===== config.mk =====
export PLATFORM = sky130hd
export DESIGN_NAME = fm_polar_discriminator_unit
export DESIGN_NICKNAME = d
export VERILOG_FILES = /design/src/hdl/fpd_pkg.sv /design/src/hdl/fm_polar_discriminator_unit.sv /design/src/hdl/fpd_cmul.sv /design/src/hdl/fpd_cordic.sv
export SDC_FILE = /design/constraint.sdc
export NUM_CORES = 2
export LEC_CHECK = 0
export BUFFER_PORTS_ARGS = -buffer_cell sky130_fd_sc_hd__clkbuf_2
export CORE_MARGIN = 2
export CORE_UTILIZATION = 54
export CTS_BUF_LIST = sky130_fd_sc_hd__clkbuf_16
export CTS_CLUSTER_DIAMETER = 150
export DETAILED_ROUTE_END_ITERATION = 10
export PLACE_DENSITY = 0.79
export SLEW_MARGIN = 5
export SYNTH_ARGS = -nofsm -noshare
export SYNTH_HDL_FRONTEND = slang
export SYNTH_SLANG_ARGS = --single-unit

===== constraint.sdc =====
create_clock -name clk -period 11.6 [get_ports clk]
set_clock_uncertainty 0.1 [all_clocks]
set_input_delay 1.74 -clock clk [delete_from_list [all_inputs] [get_ports clk]]
set_output_delay 1.74 -clock clk [all_outputs]
set_load 0.005 [all_outputs]

===== src/hdl/fpd_pkg.sv =====
package fpd_pkg;

  // Default configuration of the block.
  localparam int SAMPLE_WIDTH_DEF = 16;
  localparam int CORDIC_STEPS_DEF = 16;

  // Arctangent table geometry: up to 24 entries, indexed by 5 bits.
  localparam int ATAN_LEN   = 24;
  localparam int ATAN_IDX_W = 5;

  // Angles are integers with pi = 2^30, held in 32 signed bits.
  localparam int ANGLE_W = 32;
  localparam logic signed [ANGLE_W-1:0] ANGLE_HALF_PI = 32'sd536870912;

  // Product pre-scale before the rotation (times 256).
  localparam int PRE_SHIFT = 8;

  // Output phase step is signed Q1.15.
  localparam int PHASE_W = 16;
  localparam int ROUND_SHIFT = 15;
  localparam logic signed [ANGLE_W:0] ROUND_BIAS = 33'sd16384;
  localparam logic signed [PHASE_W-1:0] PHASE_MAX = 16'sh7fff;
  localparam logic signed [PHASE_W-1:0] PHASE_MIN = 16'sh8000;

  // round(atan(2^-k) / pi * 2^30) for step k.
  function automatic logic signed [ANGLE_W-1:0] atan_entry(input logic [ATAN_IDX_W-1:0] k);
    logic signed [ANGLE_W-1:0] v;
    case (k)
      5'd0:    v = 32'sd268435456;
      5'd1:    v = 32'sd158466703;
      5'd2:    v = 32'sd83729454;
      5'd3:    v = 32'sd42502378;
      5'd4:    v = 32'sd21333666;
      5'd5:    v = 32'sd10677233;
      5'd6:    v = 32'sd5339919;
      5'd7:    v = 32'sd2670123;
      5'd8:    v = 32'sd1335082;
      5'd9:    v = 32'sd667543;
      5'd10:   v = 32'sd333772;
      5'd11:   v = 32'sd166886;
      5'd12:   v = 32'sd83443;
      5'd13:   v = 32'sd41722;
      5'd14:   v = 32'sd20861;
      5'd15:   v = 32'sd10430;
      5'd16:   v = 32'sd5215;
      5'd17:   v = 32'sd2608;
      5'd18:   v = 32'sd1304;
      5'd19:   v = 32'sd652;
      5'd20:   v = 32'sd326;
      5'd21:   v = 32'sd163;
      5'd22:   v = 32'sd81;
      5'd23:   v = 32'sd41;
      default: v = '0;
    endcase
    return v;
  endfunction

endpackage


===== src/hdl/fm_polar_discriminator_unit.sv =====
// Polar discriminator for complex baseband: each input transfer carries one
// sample (I in s_tdata bits [W-1:0], Q in bits [2W-1:W]) and a burst marker
// on s_tlast. Each sample is multiplied by the conjugate of the previous one
// and the angle of that product is returned as phase step / pi in signed
// Q1.15 on m_tdata, with s_tlast copied to m_tlast. Exactly one output
// transfer follows every input transfer, in order.
// The complex multiply forms four products on one shared multiplier, then
// the CORDIC unit loads, runs its steps and rounds. A new sample is taken
// only once the previous one is through: s_tready is high only while no
// sample is in flight.
// The result sits in an output register, so a new sample is taken while the
// previous result waits for m_tready. If the receiver still stalls when the
// next result is ready, that result is held inside and s_tready stays low.
// Reset clears the previous sample to zero, so the first result is 0, and
// empties the output register.
module fm_polar_discriminator_unit #(
  parameter int SAMPLE_WIDTH = fpd_pkg::SAMPLE_WIDTH_DEF,
  parameter int CORDIC_STEPS = fpd_pkg::CORDIC_STEPS_DEF
) (
  input  logic                                         clk,
  input  logic                                         rst,
  input  logic                                         s_tvalid,
  output logic                                         s_tready,
  input  logic [((2*SAMPLE_WIDTH+7)/8)*8-1:0]          s_tdata,  // sample_i, sample_q
  input  logic                                         s_tlast,  // last_in
  output logic                                         m_tvalid,
  input  logic                                         m_tready,
  output logic [fpd_pkg::PHASE_W-1:0]                  m_tdata,  // phase_step
  output logic                                         m_tlast   // last_out
);
  import fpd_pkg::*;

  typedef enum logic [3:0] {
    S_IDLE   = 4'b0001,
    S_MUL    = 4'b0010,
    S_CORDIC = 4'b0100,
    S_HOLD   = 4'b1000
  } top_state_t;

  top_state_t state;

  logic signed [SAMPLE_WIDTH-1:0] prev_i;
  logic signed [SAMPLE_WIDTH-1:0] prev_q;
  logic signed [SAMPLE_WIDTH-1:0] old_i;
  logic signed [SAMPLE_WIDTH-1:0] old_q;
  logic                           last_r;

  logic                           in_xfer;
  logic                           out_free;
  logic                           mul_done;
  logic signed [2*SAMPLE_WIDTH:0] prod_re;
  logic signed [2*SAMPLE_WIDTH:0] prod_im;
  logic                           cordic_done;
  logic signed [PHASE_W-1:0]      cordic_phase;
  logic                           load_out;

  assign s_tready = (state == S_IDLE);
  assign in_xfer  = s_tvalid && s_tready;
  assign out_free = !m_tvalid || m_tready;
  assign load_out = ((state == S_CORDIC) && cordic_done && out_free) ||
                    ((state == S_HOLD) && out_free);

  // Sample history: the accepted sample becomes the new previous sample.
  always_ff @(posedge clk) begin
    if (rst) begin
      prev_i <= '0;
      prev_q <= '0;
    end else if (in_xfer) begin
      prev_i <= s_tdata[SAMPLE_WIDTH-1:0];
      prev_q <= s_tdata[2*SAMPLE_WIDTH-1:SAMPLE_WIDTH];
    end
  end

  always_ff @(posedge clk) begin
    if (in_xfer) begin
      old_i  <= prev_i;
      old_q  <= prev_q;
      last_r <= s_tlast;
    end
  end

  fpd_cmul #(
    .SAMPLE_WIDTH(SAMPLE_WIDTH)
  ) u_cmul (
    .clk   (clk),
    .rst   (rst),
    .start (in_xfer),
    .cur_i (prev_i),
    .cur_q (prev_q),
    .old_i (old_i),
    .old_q (old_q),
    .done  (mul_done),
    .re    (prod_re),
    .im    (prod_im)
  );

  fpd_cordic #(
    .SAMPLE_WIDTH(SAMPLE_WIDTH),
    .CORDIC_STEPS(CORDIC_STEPS)
  ) u_cordic (
    .clk   (clk),
    .rst   (rst),
    .start (mul_done),
    .re    (prod_re),
    .im    (prod_im),
    .done  (cordic_done),
    .phase (cordic_phase)
  );

  // Item sequencer.
  always_ff @(posedge clk) begin
    if (rst) begin
      state <= S_IDLE;
    end else begin
      unique case (state)
        S_IDLE: begin
          if (in_xfer) begin
            state <= S_MUL;
          end
        end
        S_MUL: begin
          if (mul_done) begin
            state <= S_CORDIC;
          end
        end
        S_CORDIC: begin
          if (cordic_done) begin
            state <= out_free ? S_IDLE : S_HOLD;
          end
        end
        S_HOLD: begin
          if (out_free) begin
            state <= S_IDLE;
          end
        end
        default: state <= S_IDLE;
      endcase
    end
  end

  // Output register.
  always_ff @(posedge clk) begin
    if (rst) begin
      m_tvalid <= 1'b0;
    end else if (load_out) begin
      m_tvalid <= 1'b1;
    end else if (m_tready) begin
      m_tvalid <= 1'b0;
    end
  end

  always_ff @(posedge clk) begin
    if (load_out) begin
      m_tdata <= cordic_phase;
      m_tlast <= last_r;
    end
  end

  // A sample in flight blocks the input until its result is stored.
  assert property (@(posedge clk) disable iff (rst) in_xfer |=> !s_tready)
    else $error("input taken while a sample is in flight");

  // The multiply and CORDIC phases never finish in the same cycle.
  assert property (@(posedge clk) disable iff (rst) !(mul_done && cordic_done))
    else $error("multiply and CORDIC completed together");

  // The CORDIC unit only completes while the sequencer waits for it.
  assert property (@(posedge clk) disable iff (rst) cordic_done |-> (state == S_CORDIC))
    else $error("CORDIC completion outside its phase");

  // A stored result is never overwritten while the receiver stalls.
  assert property (@(posedge clk) disable iff (rst)
                   (m_tvalid && !m_tready) |-> !load_out)
    else $error("output register overwritten during stall");

endmodule


===== src/hdl/fpd_cmul.sv =====
// Complex multiply of the new sample by the conjugate of the previous one.
// One signed multiplier is shared by the four products, taken one after another;
// each product is folded into an accumulator in the same cycle.
module fpd_cmul #(
  parameter int SAMPLE_WIDTH = fpd_pkg::SAMPLE_WIDTH_DEF
) (
  input  logic                             clk,
  input  logic                             rst,
  input  logic                             start,
  input  logic signed [SAMPLE_WIDTH-1:0]   cur_i,
  input  logic signed [SAMPLE_WIDTH-1:0]   cur_q,
  input  logic signed [SAMPLE_WIDTH-1:0]   old_i,
  input  logic signed [SAMPLE_WIDTH-1:0]   old_q,
  output logic                             done,
  output logic signed [2*SAMPLE_WIDTH:0]   re,
  output logic signed [2*SAMPLE_WIDTH:0]   im
);
  import fpd_pkg::*;

  localparam int MW = 2 * SAMPLE_WIDTH;
  localparam int PW = MW + 1;

  typedef enum logic [4:0] {
    PH_IDLE = 5'b00001,
    PH_II   = 5'b00010,
    PH_QQ   = 5'b00100,
    PH_QI   = 5'b01000,
    PH_IQ   = 5'b10000
  } cmul_phase_t;

  cmul_phase_t phase;
  cmul_phase_t phase_next;

  logic signed [SAMPLE_WIDTH-1:0] mul_a;
  logic signed [SAMPLE_WIDTH-1:0] mul_b;
  logic signed [MW-1:0]           prod;
  logic signed [PW-1:0]           prod_ext;
  logic signed [PW-1:0]           acc;

  // Operand selection for the shared multiplier.
  always_comb begin
    mul_a = cur_i;
    mul_b = old_i;
    phase_next = phase;
    unique case (phase)
      PH_IDLE: begin
        if (start) begin
          phase_next = PH_II;
        end
      end
      PH_II: begin
        mul_a = cur_i;
        mul_b = old_i;
        phase_next = PH_QQ;
      end
      PH_QQ: begin
        mul_a = cur_q;
        mul_b = old_q;
        phase_next = PH_QI;
      end
      PH_QI: begin
        mul_a = cur_q;
        mul_b = old_i;
        phase_next = PH_IQ;
      end
      PH_IQ: begin
        mul_a = cur_i;
        mul_b = old_q;
        phase_next = PH_IDLE;
      end
      default: phase_next = PH_IDLE;
    endcase
  end

  assign prod     = mul_a * mul_b;
  assign prod_ext = PW'(prod);

  // Sequencer state and completion pulse.
  always_ff @(posedge clk) begin
    if (rst) begin
      phase <= PH_IDLE;
      done  <= 1'b0;
    end else begin
      phase <= phase_next;
      done  <= (phase == PH_IQ);
    end
  end

  // Accumulate: re = ii + qq, im = qi - iq.
  always_ff @(posedge clk) begin
    case (phase)
      PH_II:   acc <= prod_ext;
      PH_QQ:   re  <= acc + prod_ext;
      PH_QI:   acc <= prod_ext;
      PH_IQ:   im  <= acc - prod_ext;
      default: acc <= acc;
    endcase
  end

endmodule


===== src/hdl/fpd_cordic.sv =====
// Iterative CORDIC vectoring unit. One shift-and-add step per cycle drives
// the vector onto the real axis while the angle register collects the turn.
module fpd_cordic #(
  parameter int SAMPLE_WIDTH = fpd_pkg::SAMPLE_WIDTH_DEF,
  parameter int CORDIC_STEPS = fpd_pkg::CORDIC_STEPS_DEF
) (
  input  logic                                  clk,
  input  logic                                  rst,
  input  logic                                  start,
  input  logic signed [2*SAMPLE_WIDTH:0]        re,
  input  logic signed [2*SAMPLE_WIDTH:0]        im,
  output logic                                  done,
  output logic signed [fpd_pkg::PHASE_W-1:0]    phase
);
  import fpd_pkg::*;

  // Room for the pre-scale, a quadrant turn and the CORDIC gain.
  localparam int XW = 2 * SAMPLE_WIDTH + 10;

  typedef enum logic [2:0] {
    C_IDLE  = 3'b001,
    C_ITER  = 3'b010,
    C_ROUND = 3'b100
  } cordic_state_t;

  cordic_state_t state;

  logic signed [XW-1:0]      x;
  logic signed [XW-1:0]      y;
  logic signed [ANGLE_W-1:0] z;
  logic [ATAN_IDX_W-1:0]     k;
  logic                      zero_vec;

  logic signed [XW-1:0]      x_pre;
  logic signed [XW-1:0]      y_pre;
  logic signed [XW-1:0]      dx;
  logic signed [XW-1:0]      dy;
  logic signed [ANGLE_W-1:0] step_angle;
  logic signed [ANGLE_W:0]   z_biased;
  logic signed [ANGLE_W-ROUND_SHIFT:0] z_round;
  logic signed [PHASE_W-1:0] phase_sat;

  assign x_pre = XW'(re) <<< PRE_SHIFT;
  assign y_pre = XW'(im) <<< PRE_SHIFT;

  assign dx         = y >>> k;
  assign dy         = x >>> k;
  assign step_angle = atan_entry(k);

  // Round to Q1.15 and saturate.
  always_comb begin
    z_biased = (ANGLE_W + 1)'(z) + ROUND_BIAS;
    z_round  = (ANGLE_W - ROUND_SHIFT + 1)'(z_biased >>> ROUND_SHIFT);
    if (z_round > (ANGLE_W - ROUND_SHIFT + 1)'(PHASE_MAX)) begin
      phase_sat = PHASE_MAX;
    end else if (z_round < (ANGLE_W - ROUND_SHIFT + 1)'(PHASE_MIN)) begin
      phase_sat = PHASE_MIN;
    end else begin
      phase_sat = PHASE_W'(z_round);
    end
  end

  // Sequencer.
  always_ff @(posedge clk) begin
    if (rst) begin
      state <= C_IDLE;
      done  <= 1'b0;
    end else begin
      done <= 1'b0;
      unique case (state)
        C_IDLE: begin
          if (start) begin
            state <= C_ITER;
          end
        end
        C_ITER: begin
          if (k == ATAN_IDX_W'(CORDIC_STEPS - 1)) begin
            state <= C_ROUND;
          end
        end
        C_ROUND: begin
          state <= C_IDLE;
          done  <= 1'b1;
        end
        default: state <= C_IDLE;
      endcase
    end
  end

  // Datapath: load with quadrant fix, iterate, then round.
  always_ff @(posedge clk) begin
    case (state)
      C_IDLE: begin
        if (start) begin
          k        <= '0;
          zero_vec <= (re == '0) && (im == '0);
          if (x_pre[XW-1]) begin
            if (!y_pre[XW-1]) begin
              x <= y_pre;
              y <= -x_pre;
              z <= ANGLE_HALF_PI;
            end else begin
              x <= -y_pre;
              y <= x_pre;
              z <= -ANGLE_HALF_PI;
            end
          end else begin
            x <= x_pre;
            y <= y_pre;
            z <= '0;
          end
        end
      end
      C_ITER: begin
        k <= k + 1'b1;
        if (!y[XW-1]) begin
          x <= x + dx;
          y <= y - dy;
          z <= z + step_angle;
        end else begin
          x <= x - dx;
          y <= y + dy;
          z <= z - step_angle;
        end
      end
      C_ROUND: begin
        phase <= zero_vec ? '0 : phase_sat;
      end
      default: k <= k;
    endcase
  end

endmodule


==> run summary <==
Clock share of power = 15.9%
Final setup viols = 0
Synth unique cells = 96
Critical path class = reg2reg
H-tree level count = 2
Share of the synthesized area in the top cell type = 20.3%
CTS root buf = clkbuf_16
Leak = 18.8 nW
Startpoint Class = flop
Vias = 35847
CP dominant cell by count = fa_1
Main synth FF type = edfxtp_1
Largest cells by area after synthesis = edfxtp_1 20%, fa_1 13%, ha_1 8.4%
Nets = 5246
Site Rows = 102
RSZ-0062 raised after global routing = no
Final Hold Vio Count = 0
End of the critical path = u_cmul.im[31]
TritonCTS Buffers = 41
WL final = 119000 um
Critical path origin = u_cmul.phase[3]
Hold Crit Class = reg2reg
Seq/Total Area, Yosys = 23.9%
Critical Path End Type = flop
Post-route antenna net violation count = 0
Setup Buffers After CTS = 0
Crit path required time = 11.83 ns
Initial antenna violation count = 1
Largest net degree at the start of global routing = 128
Period utilisation layout = 90.7%
Drt drc = 0
Hpwl dp = 92800 um
Post-synth EDFFs = 286
Area Growth Syn to Fin = 5.94%
Mapped Cells = 4718
Maximum vdd drop = 0.331 mV
Die W = 284 um
Worst skew pair latency = 0.60 ns
Layout Cells excl Fill = 5732
I/O Pins = 56
Reg clk slew, reported paths = 0.06 ns
Clock Path Buffers = 3
Core Box Area = 0.0775 sq mm
Placed cells = 5656
Vias in the first global route = 34358
Drt first pass iters = 6
Post-synthesis cell area = 0.0423 sq mm
Crit-path max cell delay = 0.78 ns
Reg2Reg Depth = 33
FF+latch count, synth = 362
Overall global routing resource usage = 29.0%
DR WL/cell = 20.7 um
Die ar. = 0.0806 sq mm
Final Hold Slack = 0.301 ns
Period minus WS final = 10.52 ns
Result of the run = completed
Most frequent cells after synthesis = 488 x nand2_1, 454 x nor2_1, 443 x inv_1, 348 x a21oi_1, 286 x edfxtp_1
Resize count post-CTS = 0
Worst endpoint data arrival time = 10.75 ns
Yosys warning count = 0
Syn nets = 5305
Final Max Slew Viols = 0
CTS sink cnt = 362
Worst-path fanout max = 21
Psw = 3.79 mW
1st-iter DRT viols = 3887
Count of hold buffers inserted by post-cts repair = 0
CTS tree = done
Largest area contributor in the netlist = edfxtp_1
Count leader, synth = nand2_1
First-pass GRT wire length = 188000 um
GPL Wtd Cong = 1.01
Pwr/cell area = 189 mW/mm^2
Worst R2R Start = u_cmul.phase[3]
Slew at the pin with the worst max-slew slack = 1.33 ns
Max-Cap Viols = 0
Internal Power = 4.68 mW
DR vias/cell = 6.25
Initial core utilization = 54.6%
Congestion Overflow GR = 0
Avg Synthesized Cell Area = 8.97 sq um
Slowest cell on crit path = mux2i_1
RR Endpoint = u_cmul.im[31]
R2R setup slack = 1.08 ns
Net Sw Frac = 44.7%
Comb pwr share = 62.7%
Relative slew slack = 9.04%
Power share of the sequential group = 21.4%
Asr flop ratio synth = 0%
Die H = 284 um
Setup TNS = 0 ns
Port Buf Inserts = 55
F_max = 0.0951 GHz
Layout cell share with drive strength beyond 1 = 8.42%
[state kept, by name (all words and copies together), names as in the netlist, 3 cells and up]
| register | count |
|---|---|
| u_cordic.x | 42 |
| u_cordic.state | 3 |
| u_cordic.y | 42 |
| u_cordic.phase | 16 |
| u_cmul.im | 33 |
| u_cordic.step_angle | 29 |
| state | 4 |
| u_cordic.z | 32 |
| prev_q | 16 |
| u_cmul.acc | 32 |
| old_q | 16 |
| prev_i | 16 |
| old_i | 16 |
| m_tdata | 16 |
| u_cmul.phase | 5 |
| u_cmul.re | 33 |
| u_cordic.k | 5 |
[worst min-delay path by stage]
stage                            from         end  slack (ns)  cells after the start
floorplan           u_cordic.phase[0]  m_tdata[0]        0.30                      0
global placement               last_r     m_tlast        0.30                      0
detailed placement  u_cordic.phase[8]  m_tdata[8]        0.31                      0
CTS                            last_r     m_tlast        0.30                      0
global route                   last_r     m_tlast        0.31                      0
finish                         last_r     m_tlast        0.30                      0
[worst max-delay path: cells and delay by family (launching register included)]
family                     cells  cell delay (ns)
xor gates and xnor gates       3             0.60
DFF                            1             0.47
buffers and inverters          5             0.60
AOI/OAI and AO/OA             10             2.34
muxes                          1             0.78
and+or+nand+nor                6             1.68
adders and majority gates      8             3.68
[power by group through the flow]
| stage | clock (mW) | sequential (mW) | combinational, mW |
|---|---|---|---|
| after CTS | 1.37 | 1.81 | 5.24 |
| after global routing | 1.42 | 1.82 | 5.84 |
| after detailed placement | 0 | 1.84 | 5.20 |
| after global placement | 0 | 1.84 | 5.04 |
| after floorplan | 0 | 1.83 | 3.94 |
| final | 1.35 | 1.82 | 5.31 |
[through the flow]
step | utilization (%) | setup slack, ns | power (mW) | cell area (sq um)
floorplan | - | 2.03 | 5.77 | 42300
global placement | 56.0 | 1.54 | 6.88 | 43400
detailed placement | 56.0 | 1.20 | 7.05 | 43400
CTS | 57.8 | 1.15 | 8.42 | 44800
global route | 57.8 | 0.466 | 9.08 | 44800
finish | 57.8 | 1.08 | 8.47 | 44800
[per-layer routing]
metal	vias to the layer above	part of all wire [%]	wire length [um]	GRT usage, %
li1	16509	-	-	-
met1	17433	41	48500	38.9
met2	1580	47	55900	47.4
met3	325	7.5	8950	3.71
met4	0	4.6	5500	12.5
met5	-	0	0	0
[area by class of cell]
type | instances | area [sq um]
well taps | 1040 | 1300
multi-input cells | 3699 | 29600
diodes | 1 | 2.50
clock inverters | 33 | 343
repair buffers | 108 | 698
clock buffers | 42 | 1050
flip-flops and latches | 362 | 10100
fillers | 6695 | 32700
inverters | 447 | 1680
[layout by cell type (no fill, tap or decap), drive strengths merged, types with 40 or more instances in the layout]
cell type | Yosys | final
mux2i | 121 | 121
a31oi | 40 | 40
xnor2 | 214 | 214
a21oi | 348 | 348
inv | 445 | 454
buf | 65 | 53
xor2 | 134 | 134
mux4 | 100 | 100
o211ai | 75 | 75
ha | 283 | 283
o21bai | 40 | 40
fa | 267 | 267
nand3 | 48 | 48
and2 | 41 | 41
o21ai | 248 | 248
nor3 | 82 | 82
nand2 | 488 | 488
a21o | 97 | 97
dfxtp | 76 | 76
nor2 | 454 | 454
clkbuf | 145 | 97
edfxtp | 286 | 286
mux2 | 65 | 65
nor2b | 50 | 50
[logic make-up after synthesis]
family	Yosys count	share of synthesized area (%)
flip-flops	362	23.9
XOR/XNOR	348	7.21
adder cells (fa/ha/maj)	550	21.0
buffers and inverters	657	6.15
AO/OA/AOI/OAI	1111	16.6
AND/OR/NAND/NOR	1404	15.2
multiplexers	286	9.92
Note: power is estimated with default switching activity, not from simulation.
